[config.mk]
export PLATFORM = sky130hd
export DESIGN_NAME = size_budget_lru_tracker
export DESIGN_NICKNAME = d
export VERILOG_FILES = /design/src/sv/sblt_pkg.sv /design/src/sv/sblt_ctrl.sv /design/src/sv/sblt_datapath.sv /design/src/sv/size_budget_lru_tracker.sv
export SDC_FILE = /design/constraint.sdc
export NUM_CORES = 2
export LEC_CHECK = 0
export BUFFER_PORTS_ARGS = -buffer_cell sky130_fd_sc_hd__buf_2
export CAP_MARGIN = 40
export CORE_ASPECT_RATIO = 0.75
export CORE_UTILIZATION = 54
export DETAILED_ROUTE_END_ITERATION = 12
export GPL_TIMING_DRIVEN = 1
export PLACE_DENSITY_LB_ADDON = 0.12
export SLEW_MARGIN = 20
export SYNTH_ARGS = -nofsm -noshare
export SYNTH_HDL_FRONTEND = slang
export SYNTH_SLANG_ARGS = --single-unit
[constraint.sdc]
create_clock -name clk -period 13.9 [get_ports clk]
set_input_delay 2.085 -clock clk [delete_from_list [all_inputs] [get_ports clk]]
set_output_delay 2.085 -clock clk [all_outputs]
set_load 0.01 [all_outputs]
[src/sv/sblt_pkg.sv]
// shared types, codes and controller state encoding for the size budget lru tracker
package sblt_pkg;

    // request kinds
    localparam logic [1:0] MODE_ADD = 2'd0;
    localparam logic [1:0] MODE_HIT = 2'd1;
    localparam logic [1:0] MODE_DEL = 2'd2;

    // result kinds
    localparam logic [1:0] KIND_EVICT  = 2'd0;
    localparam logic [1:0] KIND_REMOVE = 2'd1;
    localparam logic [1:0] KIND_DONE   = 2'd2;

    localparam logic [31:0] BUDGET_RESET = 32'd1048576;

    typedef struct packed {
        logic [1:0]  mode;
        logic [15:0] key;
        logic [23:0] entry_size;
    } req_t;

    typedef struct packed {
        logic [1:0]  kind;
        logic [15:0] out_key;
        logic        found;
        logic [31:0] total_bytes;
        logic        last;
    } rsp_t;

    typedef enum logic [3:0] {
        ST_IDLE,
        ST_DECODE,
        ST_ADD_EVICT,
        ST_ADD_FULL,
        ST_ADD_DONE,
        ST_SCAN_HIT,
        ST_SCAN_DEL,
        ST_DONE
    } state_t;

    // controller to datapath
    typedef struct packed {
        logic       load;
        logic       idx_inc;
        logic       add_total;
        logic       drop;
        logic       move;
        logic       at_idx;
        logic       sub_total;
        logic       append;
        logic       set_found;
        logic       emit;
        logic [1:0] kind;
    } cmd_t;

    // datapath to controller
    typedef struct packed {
        logic [1:0] mode;
        logic       out_free;
        logic       over;
        logic       empty;
        logic       full;
        logic       idx_end;
        logic       match;
    } stat_t;

endpackage

[src/sv/sblt_ctrl.sv]
// sequencing state machine for the size budget lru tracker
module sblt_ctrl
(
    input  logic             clk,
    input  logic             rst_n,
    input  logic             req_valid,
    input  sblt_pkg::stat_t  stat,
    output sblt_pkg::cmd_t   cmd,
    output logic             busy
);

    sblt_pkg::state_t state_reg;
    sblt_pkg::state_t state_next;

    always_ff @(posedge clk or negedge rst_n)
    begin
        if (!rst_n)
        begin
            state_reg <= sblt_pkg::ST_IDLE;
        end
        else
        begin
            state_reg <= state_next;
        end
    end

    always_comb
    begin
        state_next = state_reg;
        cmd        = '0;
        busy       = (state_reg != sblt_pkg::ST_IDLE);
        unique case (state_reg)
            sblt_pkg::ST_IDLE:
            begin
                if (req_valid)
                begin
                    cmd.load   = 1'b1;
                    state_next = sblt_pkg::ST_DECODE;
                end
            end
            sblt_pkg::ST_DECODE:
            begin
                priority if (stat.mode == sblt_pkg::MODE_ADD)
                begin
                    cmd.add_total = 1'b1;
                    state_next    = sblt_pkg::ST_ADD_EVICT;
                end
                else if (stat.mode == sblt_pkg::MODE_HIT)
                begin
                    state_next = sblt_pkg::ST_SCAN_HIT;
                end
                else if (stat.mode == sblt_pkg::MODE_DEL)
                begin
                    state_next = sblt_pkg::ST_SCAN_DEL;
                end
                else
                begin
                    state_next = sblt_pkg::ST_DONE;
                end
            end
            sblt_pkg::ST_ADD_EVICT:
            begin
                if (stat.over && !stat.empty)
                begin
                    if (stat.out_free)
                    begin
                        cmd.drop      = 1'b1;
                        cmd.sub_total = 1'b1;
                        cmd.emit      = 1'b1;
                        cmd.kind      = sblt_pkg::KIND_EVICT;
                    end
                end
                else
                begin
                    state_next = sblt_pkg::ST_ADD_FULL;
                end
            end
            sblt_pkg::ST_ADD_FULL:
            begin
                if (stat.full)
                begin
                    if (stat.out_free)
                    begin
                        cmd.drop      = 1'b1;
                        cmd.sub_total = 1'b1;
                        cmd.emit      = 1'b1;
                        cmd.kind      = sblt_pkg::KIND_EVICT;
                        state_next    = sblt_pkg::ST_ADD_DONE;
                    end
                end
                else
                begin
                    state_next = sblt_pkg::ST_ADD_DONE;
                end
            end
            sblt_pkg::ST_ADD_DONE:
            begin
                if (stat.out_free)
                begin
                    cmd.append = 1'b1;
                    cmd.emit   = 1'b1;
                    cmd.kind   = sblt_pkg::KIND_DONE;
                    state_next = sblt_pkg::ST_IDLE;
                end
            end
            sblt_pkg::ST_SCAN_HIT:
            begin
                priority if (stat.idx_end)
                begin
                    state_next = sblt_pkg::ST_DONE;
                end
                else if (stat.match)
                begin
                    cmd.move      = 1'b1;
                    cmd.at_idx    = 1'b1;
                    cmd.set_found = 1'b1;
                    state_next    = sblt_pkg::ST_DONE;
                end
                else
                begin
                    cmd.idx_inc = 1'b1;
                end
            end
            sblt_pkg::ST_SCAN_DEL:
            begin
                priority if (stat.idx_end)
                begin
                    state_next = sblt_pkg::ST_DONE;
                end
                else if (stat.match)
                begin
                    if (stat.out_free)
                    begin
                        cmd.drop      = 1'b1;
                        cmd.at_idx    = 1'b1;
                        cmd.sub_total = 1'b1;
                        cmd.set_found = 1'b1;
                        cmd.emit      = 1'b1;
                        cmd.kind      = sblt_pkg::KIND_REMOVE;
                    end
                end
                else
                begin
                    cmd.idx_inc = 1'b1;
                end
            end
            sblt_pkg::ST_DONE:
            begin
                if (stat.out_free)
                begin
                    cmd.emit   = 1'b1;
                    cmd.kind   = sblt_pkg::KIND_DONE;
                    state_next = sblt_pkg::ST_IDLE;
                end
            end
            default:
            begin
                state_next = sblt_pkg::ST_IDLE;
            end
        endcase
    end

endmodule

[src/sv/sblt_datapath.sv]
// recency list, running total, budget register and result register
module sblt_datapath
#(
    parameter int MAX_ENTRIES = 16
)
(
    input  logic             clk,
    input  logic             rst_n,
    input  sblt_pkg::req_t   req,
    input  logic             cfg_wr_en,
    input  logic [31:0]      cfg_wr_data,
    input  sblt_pkg::cmd_t   cmd,
    output sblt_pkg::stat_t  stat,
    output logic             rsp_valid,
    input  logic             rsp_stall,
    output sblt_pkg::rsp_t   rsp
);

    localparam int CW = $clog2(MAX_ENTRIES + 1);
    localparam int IW = $clog2(MAX_ENTRIES);

    logic [15:0]    keys_reg  [MAX_ENTRIES];
    logic [15:0]    keys_next [MAX_ENTRIES];
    logic [23:0]    sizes_reg  [MAX_ENTRIES];
    logic [23:0]    sizes_next [MAX_ENTRIES];
    logic [CW-1:0]  count_reg;
    logic [CW-1:0]  count_next;
    logic [CW-1:0]  idx_reg;
    logic [CW-1:0]  idx_next;
    logic [31:0]    total_reg;
    logic [31:0]    total_next;
    logic [31:0]    budget_reg;
    sblt_pkg::req_t req_reg;
    logic           found_reg;
    logic           rsp_valid_reg;
    sblt_pkg::rsp_t rsp_reg;

    logic [IW-1:0]  pos;
    logic [IW-1:0]  wpos;
    logic [15:0]    wkey;
    logic [23:0]    wsize;
    logic           wr;
    logic [23:0]    pos_size;
    logic [15:0]    rd_key;
    logic [32:0]    sum;

    assign pos      = cmd.at_idx ? idx_reg[IW-1:0] : '0;
    assign pos_size = sizes_reg[pos];
    assign rd_key   = keys_reg[idx_reg[IW-1:0]];
    assign sum      = {1'b0, total_reg} + 33'(req_reg.entry_size);

    // move rewrites the youngest slot after the shift, append fills the next free one
    assign wr    = cmd.move || cmd.append;
    assign wpos  = cmd.move ? IW'(count_reg - CW'(1)) : count_reg[IW-1:0];
    assign wkey  = req_reg.key;
    assign wsize = cmd.move ? pos_size : req_reg.entry_size;

    always_comb
    begin
        keys_next  = keys_reg;
        sizes_next = sizes_reg;
        for (int j = 0; j < MAX_ENTRIES - 1; j++)
        begin
            if ((cmd.drop || cmd.move) && (IW'(j) >= pos))
            begin
                keys_next[j]  = keys_reg[j + 1];
                sizes_next[j] = sizes_reg[j + 1];
            end
        end
        if (wr)
        begin
            keys_next[wpos]  = wkey;
            sizes_next[wpos] = wsize;
        end
    end

    always_comb
    begin
        count_next = count_reg;
        if (cmd.drop)
        begin
            count_next = count_reg - CW'(1);
        end
        else if (cmd.append)
        begin
            count_next = count_reg + CW'(1);
        end
    end

    always_comb
    begin
        total_next = total_reg;
        if (cmd.add_total)
        begin
            total_next = sum[32] ? '1 : sum[31:0];
        end
        else if (cmd.sub_total)
        begin
            total_next = (total_reg >= 32'(pos_size)) ? total_reg - 32'(pos_size) : '0;
        end
    end

    always_comb
    begin
        idx_next = idx_reg;
        if (cmd.load)
        begin
            idx_next = '0;
        end
        else if (cmd.idx_inc)
        begin
            idx_next = idx_reg + CW'(1);
        end
    end

    always_ff @(posedge clk)
    begin
        keys_reg  <= keys_next;
        sizes_reg <= sizes_next;
        if (cmd.load)
        begin
            req_reg <= req;
        end
        if (cmd.emit)
        begin
            rsp_reg.kind        <= cmd.kind;
            rsp_reg.out_key     <= (cmd.kind == sblt_pkg::KIND_EVICT) ? keys_reg[0]
                                                                       : req_reg.key;
            rsp_reg.found       <= (cmd.kind == sblt_pkg::KIND_DONE) && found_reg;
            rsp_reg.total_bytes <= total_next;
            rsp_reg.last        <= (cmd.kind == sblt_pkg::KIND_DONE);
        end
    end

    always_ff @(posedge clk or negedge rst_n)
    begin
        if (!rst_n)
        begin
            count_reg     <= '0;
            idx_reg       <= '0;
            total_reg     <= '0;
            budget_reg    <= sblt_pkg::BUDGET_RESET;
            found_reg     <= 1'b0;
            rsp_valid_reg <= 1'b0;
        end
        else
        begin
            count_reg <= count_next;
            idx_reg   <= idx_next;
            total_reg <= total_next;
            if (cfg_wr_en)
            begin
                budget_reg <= cfg_wr_data;
            end
            if (cmd.load)
            begin
                found_reg <= 1'b0;
            end
            else if (cmd.set_found)
            begin
                found_reg <= 1'b1;
            end
            rsp_valid_reg <= cmd.emit || (rsp_valid_reg && rsp_stall);
        end
    end

    assign stat.mode     = req_reg.mode;
    assign stat.out_free = !rsp_valid_reg || !rsp_stall;
    assign stat.over     = total_reg > budget_reg;
    assign stat.empty    = (count_reg == '0);
    assign stat.full     = (count_reg >= CW'(MAX_ENTRIES));
    assign stat.idx_end  = (idx_reg >= count_reg);
    assign stat.match    = !stat.idx_end && (rd_key == req_reg.key);

    assign rsp_valid = rsp_valid_reg;
    assign rsp       = rsp_reg;

endmodule

[src/sv/size_budget_lru_tracker.sv]
// top level of the size budget lru tracker: controller, datapath and checks
//
// keeps up to MAX_ENTRIES keyed entries in recency order (oldest first) with
// their sizes and a saturating running total, held against the byte budget
// register (reset 1048576, written through cfg_wr_en / cfg_wr_data)
// a request word asks for add, hit or delete; each request gives zero or more
// evicted or removed words and always ends with one done word (last set)
// add: sums the size in, evicts oldest entries one word each while over budget
// and the list is not empty, evicts once more if still full by count, then
// appends; hit: moves the oldest matching key to most recent; delete: removes
// every matching key, oldest first
// rate: one request at a time; an add walks the decode, budget eviction, full
// check and append states, a hit or delete scans the list oldest first, and an
// output stall holds each step that emits a word; the scan walks one slot per
// cycle through the single compare port
// each eviction or removal closes the gap in the list in the same cycle
// the next request is taken as soon as the done word sits in the output
// register, even while that word still waits on rsp_stall
// held keys and sizes have no reset; only the slots below the entry count are read
module size_budget_lru_tracker
#(
    parameter int MAX_ENTRIES = 16
)
(
    input  logic            clk,
    input  logic            rst_n,
    input  logic            req_valid,
    output logic            req_stall,
    input  sblt_pkg::req_t  req,
    output logic            rsp_valid,
    input  logic            rsp_stall,
    output sblt_pkg::rsp_t  rsp,
    input  logic            cfg_wr_en,
    input  logic [31:0]     cfg_wr_data
);

    sblt_pkg::cmd_t  cmd;
    sblt_pkg::stat_t stat;
    logic            busy;

    // request channel is open only between requests
    assign req_stall = busy;

    sblt_ctrl u_ctrl
    (
        .clk       (clk),
        .rst_n     (rst_n),
        .req_valid (req_valid),
        .stat      (stat),
        .cmd       (cmd),
        .busy      (busy)
    );

    sblt_datapath
    #(
        .MAX_ENTRIES (MAX_ENTRIES)
    )
    u_datapath
    (
        .clk         (clk),
        .rst_n       (rst_n),
        .req         (req),
        .cfg_wr_en   (cfg_wr_en),
        .cfg_wr_data (cfg_wr_data),
        .cmd         (cmd),
        .stat        (stat),
        .rsp_valid   (rsp_valid),
        .rsp_stall   (rsp_stall),
        .rsp         (rsp)
    );

`ifndef SYNTHESIS
    // a word is only loaded when the output register can take it
    assert property (@(posedge clk) disable iff (!rst_n)
        cmd.emit |-> stat.out_free)
        else $error("result word loaded over a waiting word");

    // append never overruns the store
    assert property (@(posedge clk) disable iff (!rst_n)
        cmd.append |-> !stat.full)
        else $error("append into a full list");

    // an entry is only dropped from a non-empty list
    assert property (@(posedge clk) disable iff (!rst_n)
        cmd.drop |-> !stat.empty)
        else $error("drop from an empty list");

    // an accepted request closes the request channel on the next cycle
    assert property (@(posedge clk) disable iff (!rst_n)
        (req_valid && !req_stall) |=> req_stall)
        else $error("request channel left open after accept");
`endif

endmodule
* Word-level counts from Yosys, hierarchy flattened
Index checks and enable logic that the tools add are counted.
Widths: inputs -> output; s select.
** Storage, ports and cells
- Flip-flop bits (word level) :: 814
- Output and inout bits :: 54
- Logic and storage cells :: 237
** Operators by class
- Add/subtract/negate cells :: 5
- Magnitude comparators :: 23
- Equality and inequality tests :: 17
- Multiplexer cells :: 103
- Bitwise logic cells :: 3
- Reduce and logical (&&, ||, !) cells :: 39
** Operators by type and width (count)
- $mux 24 :: 19
- $bwmux 384 :: 1
- $mux 384 :: 1
- $mux 16 :: 19
- $bwmux 256 :: 1
- $mux 256 :: 1
- $mux 32 :: 4
- $bmux 24 s4 :: 1
- $demux 24 s4 :: 1
- $bmux 16 s4 :: 1
- $demux 16 s4 :: 1
- $mux 4 :: 14
- $add 32x24->33 :: 1
- $ge 32x24->1 :: 1
- $gt 32x32->1 :: 1
- $sub 32x24->32 :: 1
- $ge 4x4->1 const A :: 7
- $pmux 4 s7 :: 1
- $ge 5x5->1 const B :: 4
- $logic_and 1x1->1 :: 20
- $mux 5 :: 4
- $mux 1 :: 19
- $eq 16x16->1 :: 1
- $eq 4x3->1 const B :: 4
- 30 further kinds :: 62

* Depth between registers and ports, before layout
- Word-level depth :: 18
- Mapped depth :: 33
- Gate-level depth less buffers :: 25

* Hierarchy
From an unflattened synthesis, not the netlist that was laid out.
** Unflattened totals
- Cells, all modules :: 4432
- Area, all modules :: 41911.4 µm²
** By module, submodules not included
- sblt_datapath :: instances 1, cells an instance 4376, area each 41491.0 µm²
- sblt_ctrl :: instances 1, cells an instance 56, area each 420.4 µm²

* Least setup slack after synthesis
Ideal clock, no wire load.
- Path kind :: register to register
- From :: register u_datapath.idx_reg[0]
- To :: register u_datapath.rsp_reg, in the netlist u_datapath.rsp[24] (data pin)
- Data arrival time :: 6992 ps
- Data required time :: 13624 ps
- Slack :: 6632 ps
- Cell stages (with the launch flop) :: 31
- Clock period less this slack :: 7268 ps
- Cell sequence :: dfrtp_1 > buf_2 > inv_2 > buf_1 > clkbuf_1 > ha_1 > nand2b_1 > a21o_1 > a21o_1 > a21oi_1 > o21ai_0 > buf_1 > or4_1 > buf_2 > nor3_2 > a211oi_1 > or3_1 > buf_4 > inv_2 > buf_2 > ha_1 > a21o_1 > a21o_1 > a21o_1 > a32o_1 > a2111oi_0 > o31ai_1 > a31o_2 > xor2_1 > a221oi_1 > a21oi_1
** Between the ends
- Word-level cells in the longest chain between the ends :: 18
** Ends and longest elaborated chain
- from (decl) :: line sblt_datapath.sv:28 : logic [CW-1:0] idx_reg;
- from (signal assigned) :: line sblt_datapath.sv:149 : idx_reg <= idx_next;
- $not 4->5 (not written as such) :: line sblt_datapath.sv:49 : assign rd_key = keys_reg[idx_reg[IW-1:0]];
- $bmux 16 s4 :: line sblt_datapath.sv:49
- $mux 16 (not written as such) (2 in a row) :: line sblt_datapath.sv:49
- $eq 16x16->1 :: line sblt_datapath.sv:173 : assign stat.match = !stat.idx_end && (rd_key == req_reg.key);
- $logic_and 1x1->1 :: line sblt_datapath.sv:173
- $mux 2, on equally long branches :: line sblt_ctrl.sv:130, sblt_ctrl.sv:112
- $mux 2, on equally long branches :: line sblt_ctrl.sv:126, sblt_ctrl.sv:108
- $pmux 1 s2 :: line sblt_ctrl.sv:32 : unique case (state_reg)
- $mux 4 :: line sblt_datapath.sv:47 : assign pos = cmd.at_idx ? idx_reg[IW-1:0] : '0;
- $not 4->5 (not written as such) :: line sblt_datapath.sv:48 : assign pos_size = sizes_reg[pos];
- $bmux 24 s4 :: line sblt_datapath.sv:48
- $mux 24 (not written as such) (2 in a row) :: line sblt_datapath.sv:48
- $sub 32x24->32 or $ge 32x24->1 (tied branches) :: line sblt_datapath.sv:99 : total_next = (total_reg >= 32'(pos_size)) ? total_reg - 32'(pos_size) : '0;
- $mux 32 :: line sblt_datapath.sv:99
- $mux 32 (*) :: line sblt_datapath.sv:97 : else if (cmd.sub_total)
- $mux 32 (*) :: line sblt_datapath.sv:93 : if (cmd.add_total)
- via u_datapath.total_next[23] :: line sblt_datapath.sv:31 : logic [31:0] total_next;
- to (decl) :: line sblt_datapath.sv:36 : sblt_pkg::rsp_t rsp_reg;
The timed path passes the listed nets; every way through them passes the cells marked *. The select of a mux whose other input is x is not followed.
A chain may end at the register's enable or synchronous reset.

* Worst setup path in the final report
- From :: register u_datapath.idx_reg[1]
- To :: register u_datapath.rsp_reg, in the netlist u_datapath.rsp[24] (data pin)
Same word-level chain as after synthesis.

==> reports/results.txt <==
The flow ran to the end, and the final reports show no timing, DRC or antenna violations. The post-DP HPWL came out at 108,000 um. For the number of antenna violations at the first check in global routing, the log shows 1.

The final route contains 39,900 vias. Setup violations remaining at the end of the flow were counted as 0. The largest single stage delay on the critical path is 0.75 ns. Sequential elements use 41.0% of the synthesized area. At the pin with the least slew margin, the transition time is 0.951 ns. The total CTS buffers is 83.

The number of buffers added on ports was 132; the per-cell via count in the routed design was 6.81. The buffers inserted during post-CTS setup optimization is 0, and the starting density of the core is 54.6%. By area, the combinational part of the netlist is dominated by compound AO/OA/AOI/OAI gates. The run gives 0 as the number of nets with antenna violations after detailed routing.

Leaving out fill and tap cells, the most frequent cell in the layout is sky130_fd_sc_hd__nand2_1. No sink is reached through more buffers than the 3 on the longest clock path. The cell area that synthesis handed to floorplanning was 44,000 um^2. 133 I/O pins were placed.

Setup slack on the critical path of the routed design comes to 3.97 ns. Count of distinct cell types in the synthesized netlist: 99. Among the stages of the critical path, the cell type that occurs most often is sky130_fd_sc_hd__a21o_1. Clock tree synthesis selected as its root buffer the cell sky130_fd_sc_hd__clkbuf_16. Walking the worst path, the cells encountered are buf_4, mux4_2, mux4_2, xnor2_1, nand2_1, a2111o_1, or4_2, buf_4, nor2_8, mux2i_1, a211oi_1, or3_1, inv_2, ha_1, a21o_1, a21o_1, a21o_1, a32o_1, a2111oi_0, o31ai_1, a31o_2, xor2_1, a221oi_1, a21oi_1. The worst pin sits at a relative slew slack of 36.6%. For the hold violation total from the final report, the log shows 0.

The die covers 82,600 um^2. Row generation in the floorplan step produced 90 rows. After detailed routing, the number of remaining DRC violations is 0. Prior to clock tree synthesis, the placed netlist has a worst setup slack of 4.30 ns. The die is 331 um wide. The iteration count of the initial detailed-routing pass was 6; the flip-flop count of the largest register, all copies and words added was 360.

Critical path start-end classification: reg -> reg. Yosys mapped a number of flops with a built-in enable equal to 134. The worst-case vdd ir drop was 0.000145 V.

The run gives 0 as the number of max-slew violations in the final report. The total overflow left after global routing is 0. The post-route setup TNS is 0 ns, and the clock transition at the register clock pins on the worst setup and hold paths after CTS is 0.07 ns.

The post-synthesis compound-gate area fraction is 20.9%, and the final worst hold slack is 0.482 ns. Entering global routing, the biggest net connects 62 pins. With fillers left out, the area of the finished cells amounts to 48,800 um^2. For the first-pass GRT wire length, the log shows 242,000 um. The number of global-route vias before repair was 35,700; the average footprint of a synthesized cell was 9.23 um^2. For this block, the initial DRC count from the detailed router was 6,602. The class of the most critical hold timing path is reg -> reg. For this design the static power due to leakage is 19.3 nW. The tools report the capturing element type of the critical path as a register. For this run, the post-layout net count is 4,900. Gates resized during post-CTS repair numbered 0. The number of placed instances, taps included was 5,696. TritonCTS built the clock tree. STA classifies the critical path startpoint as a register. The tools report the maximum clock frequency as 0.101 GHz. For the final database, setup skew stands at 0.0315 ns. The run gives 0.68 ns as the clock latency reported for the late side of the worst-skew pair. The congestion estimate from routability-driven global placement came to 0.947.

Setup repair after global routing left no endpoint under its margin. The maximum net fanout on the critical path was 49; the instance area after placement was 45,900 um^2. After synthesis, the share of cell area in mux cells is 14.2%.

The proportion of synthesized flip-flops having asynchronous set or reset is 9.72%, and the wire length after detailed routing is 167,000 um. The area added between synthesis and finish is 11.0%. The H-tree was split into 3 levels. The Yosys step of the flow raised 0 warnings. The power per unit of standard cell area came out at 254 nW/um^2. The largest individual stage delay along the critical path comes from the cell sky130_fd_sc_hd__dfrtp_4. Data on the critical path is required at its endpoint by 14.31 ns.

The worst path uses 71.4% of the clock period. The run gives 813 as the TritonCTS sink count. The number of maximum-capacitance violations is 0, and the worst endpoint data arrival time is 10.34 ns.

Of the total synthesized cell area, the portion taken by full adders, half adders and majority gates is 2.62%. In the final routed layout, each cell accounts on average for 28.5 um. The floorplan step defined a core boundary enclosing 80,500 um^2.

The global-route usage over all layers came out at 39.0%. The kind of cell with the highest combined delay along the critical path is compound AO/OA/AOI/OAI gates. For the finished layout, the period the worst path requires is 9.93 ns. The die is 249 um tall. In the layout the commonest cells are 696 x sky130_fd_sc_hd__nand2_1, 600 x sky130_fd_sc_hd__dfxtp_1, 303 x sky130_fd_sc_hd__mux2i_1.

The worst path buffer plus inverter count is 3. The top flip-flop cell by instance count after synthesis is sky130_fd_sc_hd__dfxtp_1. The filler cell count came out at 6,961. In the final layout, the multi-input gates occupy 24,100 um^2. The synthesized design contains 813 register bits. Cells with a size suffix above 1 make up 16.8% of the layout. The number of nets in the synthesized netlist is 4,934. The final cell count without fillers came out at 5,860.

After Yosys synthesis, XOR and XNOR cells account for 1.45% of the synthesized area. The logs give 18,000 um^2 for the area occupied by registers and 4,764 for the number of cells produced by synthesis. Summing the areas of all and, or, nand and nor instances in the mapped netlist gives 15.0% of the synthesized area. For this design, the CTS-stage hold fixing added 0 buffers.
[layer usage]
| metal | global-route usage (%) | vias to the layer above | wire (um) |
|---|---|---|---|
| li1 | - | 17500 | - |
| met1 | 59.9 | 19000 | 72000 |
| met2 | 50.9 | 2957 | 63300 |
| met3 | 12.4 | 426 | 25800 |
| met4 | 12.2 | 0 | 5870 |
| met5 | 0 | - | 0 |
[worst register-to-register path: cells and delay by family (launching register included)]
| family | cells | cell delay (ns) |
|---|---|---|
| AOI/OAI and AO/OA | 11 | 3.07 |
| and+or+nand+nor | 4 | 2.06 |
| muxes | 3 | 1.49 |
| buffers and inverters | 3 | 1.33 |
| DFF | 1 | 0.75 |
| xor gates and xnor gates | 2 | 0.61 |
| adders and majority gates | 1 | 0.35 |
[logic make-up after synthesis]
logic type                 after synthesis
buffers and inverters                  499
DFF                                    813
AOI/OAI and AO/OA                     1329
muxes                                  523
and+or+nand+nor                       1436
adders and majority gates               91
xor gates and xnor gates                73
[Yosys cell counts (65+ instances only)]
master	count	share of area, %
sky130_fd_sc_hd__nor2_1	233	2.0
sky130_fd_sc_hd__inv_1	97	0.83
sky130_fd_sc_hd__a211oi_1	191	3.3
sky130_fd_sc_hd__clkbuf_1	237	2.0
sky130_fd_sc_hd__a31oi_1	127	1.8
sky130_fd_sc_hd__a221oi_1	114	2.3
sky130_fd_sc_hd__buf_2	107	1.2
sky130_fd_sc_hd__nand2_1	701	6.0
sky130_fd_sc_hd__and3_1	126	1.8
sky130_fd_sc_hd__dfrtp_1	78	4.4
sky130_fd_sc_hd__dfxtp_1	600	27
sky130_fd_sc_hd__mux4_2	65	3.3
sky130_fd_sc_hd__a21oi_1	204	2.3
sky130_fd_sc_hd__o21ai_0	290	3.3
sky130_fd_sc_hd__ha_1	89	2.5
sky130_fd_sc_hd__nor2b_1	71	1.0
sky130_fd_sc_hd__mux2i_1	303	6.9
sky130_fd_sc_hd__nand3_1	89	1.0
sky130_fd_sc_hd__mux2_2	154	3.9
sky130_fd_sc_hd__edfxtp_1	134	9.2
[path summary, 6_finish.rpt]
kind,cells after the start,endpoint,startpoint,slack (ns)
max in group asynchronous,2,u_datapath.total_reg[26]$_DFF_PN0_,rst_n,11.42
worst min register to register,2,u_datapath.keys_reg[154]$_DFF_P_,u_datapath.keys_reg[138]$_DFF_P_,0.48
worst max register to register,24,u_datapath.rsp[24]$_DFFE_PP_,u_datapath.idx_reg[1]$_DFFE_PN0P_,3.97
min in group asynchronous,1,u_datapath.budget_reg[4]$_DFFE_PN0P_,rst_n,1.35
worst min-delay path,2,u_datapath.keys_reg[154]$_DFF_P_,u_datapath.keys_reg[138]$_DFF_P_,0.48
worst max-delay path,24,u_datapath.rsp[24]$_DFFE_PP_,u_datapath.idx_reg[1]$_DFFE_PN0P_,3.97
[through the flow]
stage | power [mW] | util [%]
final | 12.4 | 60.6
after detailed placement | 9.78 | 57.0
after floorplan | 7.94 | -
after global routing | 12.9 | 60.6
after global placement | 9.62 | 56.3
after CTS | 12.1 | 60.5
[power breakdown]
| part | total [mW] | internal (mW) | switching, mW |
|---|---|---|---|
| combinational | 5.75 | 2.41 | 3.35 |
| sequential | 4.27 | 3.42 | 0.852 |
| clock | 2.36 | 1.35 | 1.01 |
| total | 12.4 | 7.18 | 5.20 |
[area by class of cell]
type | count | area share [%]
multi-input cells | 3452 | 49.4
flip-flops and latches | 813 | 36.9
clock buffers | 136 | 5.40
repair buffers | 279 | 4.35
well taps | 1058 | 2.71
inverters | 101 | 0.777
clock inverters | 18 | 0.408
diodes | 3 | 0.0154
(Power assumes the default switching activity.)
